<file path="src/design/ddo_pkg.sv">
// shared types, constants and tables for the odometry block
package ddo_pkg;

    localparam int CordicSteps = 16;
    localparam int CordicIters = (CordicSteps > 24) ? 24 : CordicSteps;
    localparam int IterW       = 5;

    localparam logic signed [33:0] CordicStart = 34'sd652032874;
    localparam logic signed [33:0] AngleHalf   = 34'sh080000000;
    localparam logic signed [33:0] AngleQuart  = 34'sh040000000;

    localparam logic [15:0] LeftRadiusRst  = 16'd1229;
    localparam logic [15:0] RightRadiusRst = 16'd1229;
    localparam logic [15:0] StepTimeRst    = 16'd655;
    localparam logic [23:0] AngleGainRst   = 24'd116096;

    typedef enum logic [1:0] {
        REG_LEFT_RADIUS  = 2'd0,
        REG_RIGHT_RADIUS = 2'd1,
        REG_STEP_TIME    = 2'd2,
        REG_ANGLE_GAIN   = 2'd3
    } reg_index_t;

    // datapath commands from the controller
    typedef enum logic [3:0] {
        OP_NONE,
        OP_LOAD,
        OP_ARC_RS,
        OP_ARC_LT,
        OP_ARC_RT,
        OP_SUMS,
        OP_TURN,
        OP_MID,
        OP_CORDIC,
        OP_FLIP,
        OP_MUL_X,
        OP_MUL_Y,
        OP_UPDATE
    } dp_op_t;

    typedef struct packed {
        dp_op_t           op;
        logic [IterW-1:0] iter;
    } dp_cmd_t;

    function automatic logic signed [33:0] atan_lookup(input logic [IterW-1:0] i);
        logic signed [33:0] r;
        case (i)
            5'd0:  r = 34'sh020000000;
            5'd1:  r = 34'sh012E4051E;
            5'd2:  r = 34'sh009FB385B;
            5'd3:  r = 34'sh0051111D4;
            5'd4:  r = 34'sh0028B0D43;
            5'd5:  r = 34'sh00145D7E1;
            5'd6:  r = 34'sh000A2F61E;
            5'd7:  r = 34'sh000517C55;
            5'd8:  r = 34'sh00028BE53;
            5'd9:  r = 34'sh000145F2F;
            5'd10: r = 34'sh0000A2F98;
            5'd11: r = 34'sh0000517CC;
            5'd12: r = 34'sh000028BE6;
            5'd13: r = 34'sh0000145F3;
            5'd14: r = 34'sh00000A2FA;
            5'd15: r = 34'sh00000517D;
            5'd16: r = 34'sh0000028BE;
            5'd17: r = 34'sh00000145F;
            5'd18: r = 34'sh000000A30;
            5'd19: r = 34'sh000000518;
            5'd20: r = 34'sh00000028C;
            5'd21: r = 34'sh000000146;
            5'd22: r = 34'sh0000000A3;
            5'd23: r = 34'sh000000051;
            default: r = '0;
        endcase
        return r;
    endfunction

endpackage

</file>
<file path="src/design/ddo_ctrl.sv">
// sequencer for the odometry datapath
module ddo_ctrl
    import ddo_pkg::*;
(
    input  logic    clk,
    input  logic    rst_n,
    input  logic    in_valid,
    output logic    in_ready,
    output logic    out_valid,
    input  logic    out_ready,
    output dp_cmd_t cmd
);

    typedef enum logic [3:0] {
        S_IDLE, S_ARC_RS, S_ARC_LT, S_ARC_RT, S_SUMS, S_TURN, S_MID,
        S_CORDIC, S_FLIP, S_MUL_X, S_MUL_Y, S_UPDATE
    } state_t;

    state_t           state_reg, state_next;
    logic [IterW-1:0] iter_reg, iter_next;
    logic             out_valid_reg, out_valid_next;

    // a new request may enter in idle once the previous result's slot frees
    assign in_ready  = (state_reg == S_IDLE) && (!out_valid_reg || out_ready);
    assign out_valid = out_valid_reg;

    always_comb
    begin
        state_next     = state_reg;
        iter_next      = iter_reg;
        out_valid_next = out_valid_reg && !out_ready;
        cmd.op         = OP_NONE;
        cmd.iter       = iter_reg;
        case (state_reg)
            S_IDLE:
            begin
                if (in_valid && in_ready)
                begin
                    cmd.op     = OP_LOAD;
                    state_next = S_ARC_RS;
                end
            end
            S_ARC_RS: begin cmd.op = OP_ARC_RS; state_next = S_ARC_LT; end
            S_ARC_LT: begin cmd.op = OP_ARC_LT; state_next = S_ARC_RT; end
            S_ARC_RT: begin cmd.op = OP_ARC_RT; state_next = S_SUMS; end
            S_SUMS:   begin cmd.op = OP_SUMS;   state_next = S_TURN; end
            S_TURN:   begin cmd.op = OP_TURN;   state_next = S_MID; end
            S_MID:
            begin
                cmd.op     = OP_MID;
                iter_next  = '0;
                state_next = S_CORDIC;
            end
            S_CORDIC:
            begin
                cmd.op    = OP_CORDIC;
                iter_next = iter_reg + 1'b1;
                if (iter_reg == IterW'(CordicIters - 1))
                    state_next = S_FLIP;
            end
            S_FLIP:   begin cmd.op = OP_FLIP;  state_next = S_MUL_X; end
            S_MUL_X:  begin cmd.op = OP_MUL_X; state_next = S_MUL_Y; end
            S_MUL_Y:  begin cmd.op = OP_MUL_Y; state_next = S_UPDATE; end
            S_UPDATE:
            begin
                cmd.op         = OP_UPDATE;
                out_valid_next = 1'b1;
                state_next     = S_IDLE;
            end
            default: state_next = S_IDLE;
        endcase
    end

    always_ff @(posedge clk or negedge rst_n)
    begin
        if (!rst_n)
        begin
            state_reg     <= S_IDLE;
            iter_reg      <= '0;
            out_valid_reg <= 1'b0;
        end
        else
        begin
            state_reg     <= state_next;
            iter_reg      <= iter_next;
            out_valid_reg <= out_valid_next;
        end
    end

endmodule

</file>
<file path="config.mk">
export PLATFORM = sky130hd
export DESIGN_NAME = ddo_ctrl
export DESIGN_NICKNAME = d
export VERILOG_FILES = /design/src/design/ddo_pkg.sv /design/src/design/ddo_ctrl.sv
export SDC_FILE = /design/constraint.sdc
export NUM_CORES = 1
export LEC_CHECK = 0
export ABC_AREA = 1
export BUFFER_PORTS_ARGS = -buffer_cell sky130_fd_sc_hd__clkbuf_2
export CORE_MARGIN = 2
export CORE_UTILIZATION = 38
export DETAILED_ROUTE_END_ITERATION = 8
export GPL_ROUTABILITY_DRIVEN = 0
export PLACE_DENSITY = 0.67
export SLEW_MARGIN = 40
export SYNTH_ARGS = -nofsm -noshare
export SYNTH_HDL_FRONTEND = slang
export SYNTH_SLANG_ARGS = --single-unit
</file>
<file path="constraint.sdc">
create_clock -name clk -period 1.4 [get_ports clk]
set_clock_uncertainty 0.2 [all_clocks]
set_input_delay 0.07 -clock clk [delete_from_list [all_inputs] [get_ports clk]]
set_output_delay 0.07 -clock clk [all_outputs]
set_load 0.02 [all_outputs]
</file>
==> report_table.html <==
<table>
<tr><th>Metric</th><th>Value</th></tr>
<tr><th colspan="2">Outcome</th></tr>
<tr><td>Outcome</td><td>complete, but fails checks</td></tr>
<tr><td>Failing checks</td><td>negative hold slack, negative setup slack</td></tr>
<tr><th colspan="2">Timing</th></tr>
<tr><td>Endpoints failing hold</td><td>2</td></tr>
<tr><td>Peak Freq</td><td>570 MHz</td></tr>
<tr><td>Worst path setup slack after routing</td><td>-0.353 ns</td></tr>
<tr><td>Setup violations, final</td><td>9</td></tr>
<tr><td>Setup repair after global routing missed its margin</td><td>yes</td></tr>
<tr><td>Final critical path time including I/O delays and setup</td><td>1.75 ns</td></tr>
<tr><td>Relative slew margins</td><td>0.810</td></tr>
<tr><td>Portion of the clock cycle consumed by the worst path in the final layout</td><td>1.25</td></tr>
<tr><td>Least-Margin Pin Slew</td><td>between 0.2 and 0.3 ns</td></tr>
<tr><td>Final worst hold slack</td><td>-0.000266 ns</td></tr>
<tr><td>Count of pins over their slew limit</td><td>0</td></tr>
<tr><th colspan="2">Yosys</th></tr>
<tr><td>Yosys warning count</td><td>0</td></tr>
<tr><td>Net count after synthesis</td><td>approximately 80</td></tr>
<tr><td>Share of synthesized area occupied by flip-flops and latches</td><td>0.444</td></tr>
<tr><td>Post-Syn Area</td><td>around 560 um^2</td></tr>
<tr><td>Average size of a mapped cell</td><td>7.41 um^2</td></tr>
<tr><td>Gate count of the mapped netlist</td><td>76</td></tr>
<tr><td>Count of cell types in the netlist</td><td>18</td></tr>
<tr><td>Post-synthesis sequential element count</td><td>10</td></tr>
<tr><th colspan="2">Floorplan</th></tr>
<tr><td>Full die area</td><td>approximately 0.0018 mm^2</td></tr>
<tr><td>Floorplan core area</td><td>roughly 0.0014 mm^2</td></tr>
<tr><td>I/O pin count</td><td>15</td></tr>
<tr><td>Die width</td><td>42.5 um</td></tr>
<tr><td>Number of core rows</td><td>13</td></tr>
<tr><td>Starting density of the core</td><td>0.417</td></tr>
<tr><td>Y dimension of the die</td><td>42.5 um</td></tr>
<tr><th colspan="2">Power</th></tr>
<tr><td>Total power divided by cell area</td><td>2380 mW/mm^2</td></tr>
<tr><td>Worst IR Drop VDD</td><td>roughly 1500 uV</td></tr>
<tr><td>Static Leak</td><td>0.547 nW</td></tr>
<tr><th colspan="2">Detailed routing</th></tr>
<tr><td>Antenna viol nets, final</td><td>0</td></tr>
<tr><td>Detailed-route wire length</td><td>1.66 mm</td></tr>
<tr><td>Total number of vias</td><td>627</td></tr>
<tr><td>Remaining routing DRC violations</td><td>0</td></tr>
<tr><td>Number of detailed-route iterations in the first pass</td><td>3</td></tr>
<tr><td>Wire length per cell after detailed routing</td><td>12.6 um</td></tr>
<tr><td>Via-to-Cell Ratio</td><td>4.75</td></tr>
<tr><td>DR iter-0 viols</td><td>15</td></tr>
<tr><th colspan="2">Clock network</th></tr>
<tr><td>CTS tree</td><td>done</td></tr>
<tr><td>Root buffer cell</td><td>clkbuf_4</td></tr>
<tr><td>Clk sinks</td><td>10</td></tr>
<tr><td>Num CTS Buffers</td><td>3</td></tr>
<tr><td>Maximum count of clock buffers along a single path</td><td>2</td></tr>
<tr><td>H-tree depth</td><td>1</td></tr>
<tr><td>Clock transition at the register clock pins on the worst setup and hold paths after CTS</td><td>0.08 ns</td></tr>
<tr><td>Later-pin clock latency in the skew report</td><td>between 0.2 and 0.3 ns</td></tr>
<tr><th colspan="2">Cells and area</th></tr>
<tr><td>Commonest non-fill, non-tap cell in the layout</td><td>buf_4</td></tr>
<tr><td>Count of non-filler cells in the finished layout</td><td>~130</td></tr>
<tr><td>Commonest cells after routing, fill and taps aside</td><td>buf_4 (19), nand2_1 (16), clkbuf_2 (9)</td></tr>
<tr><td>Final net count</td><td>124</td></tr>
<tr><td>Diode insertion count for antenna repair</td><td>0</td></tr>
<tr><td>Ratio of cells with drive above 1 in the final layout</td><td>0.581</td></tr>
<tr><td>Area Growth Syn to Fin</td><td>80.4%</td></tr>
<tr><td>Largest register FFs</td><td>5</td></tr>
<tr><th colspan="2">Setup path</th></tr>
<tr><td>Worst Path Arrival</td><td>1.48 ns</td></tr>
<tr><td>Chain of cells forming the critical path</td><td>ha_4 -&gt; nand2_4 -&gt; nor2_4 -&gt; ha_4 -&gt; inv_2 -&gt; nand2_4 -&gt; nand2_4 -&gt; nor2_4 -&gt; buf_8</td></tr>
<tr><td>Crit end category</td><td>output pin</td></tr>
<tr><td>Dominant cell type by count on the critical path</td><td>nand2_4</td></tr>
<tr><td>Peak fanout along the critical path</td><td>2</td></tr>
<tr><td>CP max-delay cell</td><td>dfrtp_2</td></tr>
<tr><td>Critical Path Start Type</td><td>register</td></tr>
<tr><td>Delay of the slowest cell on the worst path</td><td>0.39 ns</td></tr>
<tr><td>Setup Crit Path Kind</td><td>reg2out</td></tr>
<tr><td>Data required time at the worst endpoint</td><td>around 1.1 ns</td></tr>
<tr><th colspan="2">Global route</th></tr>
<tr><td>Number of antenna violations at the first check in global routing</td><td>0</td></tr>
<tr><td>GR Util All Layers</td><td>0.194</td></tr>
<tr><td>Pin count of the biggest net entering global routing</td><td>11</td></tr>
<tr><td>Wire length of the first global-routing pass</td><td>2.60 mm</td></tr>
<tr><td>GR Overflow Total</td><td>0</td></tr>
<tr><td>Vias in the first global route</td><td>600</td></tr>
<tr><th colspan="2">Job</th></tr>
<tr><td>Number of maximum-capacitance violations</td><td>0</td></tr>
<tr><th colspan="2">Placed design</th></tr>
<tr><td>HPWL reported at the end of detailed placement</td><td>1.01 mm</td></tr>
<tr><td>Port Buf Inserts</td><td>14</td></tr>
<tr><td>Pre-CTS setup slack</td><td>-0.141 ns</td></tr>
<tr><td>Placed insts</td><td>117</td></tr>
<tr><th colspan="2">Hold path</th></tr>
<tr><td>Path type of the worst min-delay path</td><td>in2async</td></tr>
</table>
[routing by layer]
metal  global-route usage  share of wire  vias up  wire [um]
li1                     -              -      319          -
met4                0.119          0.030        0         49
met5                    0              0        -          0
met2                0.311           0.50       11        831
met1                0.244           0.46      293        757
met3               0.0259          0.011        4         19
[power by group]
part	total (mW)	internal, mW	switching, mW
combinational	1.69	0.812	0.874
clock	0.224	0.110	0.114
sequential	0.504	0.402	0.103
total	2.41	1.32	1.09
[path summary, 6_finish.rpt]
| check | startpoint | endpoint | slack, ns | cells past startpoint |
|---|---|---|---|---|
| setup / recovery | iter_reg[1] | cmd[5] | -0.35 | 9 |
| hold / removal | rst_n | iter_reg[2] | -0.0003 | 2 |
| setup reg to reg | iter_reg[1] | state_reg[1] | -0.16 | 9 |
| hold reg to reg | state_reg[3] | state_reg[2] | 0.38 | 3 |
| max in group asynchronous | rst_n | iter_reg[0] | 0.76 | 2 |
| min in group clk | out_ready | out_valid | 0.01 | 5 |
[critical path: cells and delay by family (launching register included)]
family / cells / cell delay (ns)
flops: 1 / 0.39
buf+inv: 2 / 0.16
simple gates: 5 / 0.38
fa+ha+maj: 2 / 0.29
[cell families (layout without fill, tap and decap cells)]
group / Yosys count / in the layout / share of synthesized area
AOI/OAI and AO/OA: 7 / 7 / 0.0711
adders and majority gates: 2 / 2 / 0.0444
buffers and inverters: 14 / 55 / 0.0933
DFF: 10 / 10 / 0.444
and+or+nand+nor: 43 / 43 / 0.347
[through the flow]
stage	utilization	power (mW)	hold WS, ns	TNS, ns	cell area [um^2]
2_1_floorplan	-	1.22	-0.426	-0.262	593
3_3_place_gp	0.572	1.62	-0.246	-0.213	772
3_5_place_dp	0.572	1.65	-0.241	-0.321	772
4_1_cts	0.708	2.26	-0.0141	-1.37	956
5_1_grt	0.753	2.59	0.0266	-1.94	1020
6_report	0.753	2.41	-0.000266	-1.35	1020
[synthesized netlist by cell type]
cell type,n,share of area
a21oi_1,1,0.0089
nand2_2,2,0.022
inv_2,1,0.0067
o22ai_1,1,0.011
ha_1,2,0.044
and3_1,1,0.011
a21oi_2,1,0.016
nor2_1,10,0.067
nand4_1,1,0.011
nand2_4,1,0.020
dfrtp_1,10,0.44
o21ai_1,1,0.0089
inv_1,13,0.087
nand2_1,21,0.14
nand3_1,5,0.044
o21ai_0,3,0.027
nor2_4,1,0.020
or2_2,1,0.011
[cell type report]
type / count / area [um^2]
clock buffers: 4 / 26.3
fillers: 84 / 334
inverters: 14 / 52.6
multi-input cells: 52 / 365
flip-flops and latches: 10 / 254
well taps: 15 / 18.8
repair buffers: 37 / 299
[what timing repair did]
| item | in CTS | in global routing |
|---|---|---|
| gates resized for setup | 25 | 17 |
| hold buffers | 2 | 0 |
| pin swaps | 9 | 8 |
| endpoints found under the hold margin | 12 | 0 |
| endpoints found under the setup margin | 9 | 14 |
| buffers inserted | 7 | 3 |
(Power assumes the default switching activity.)
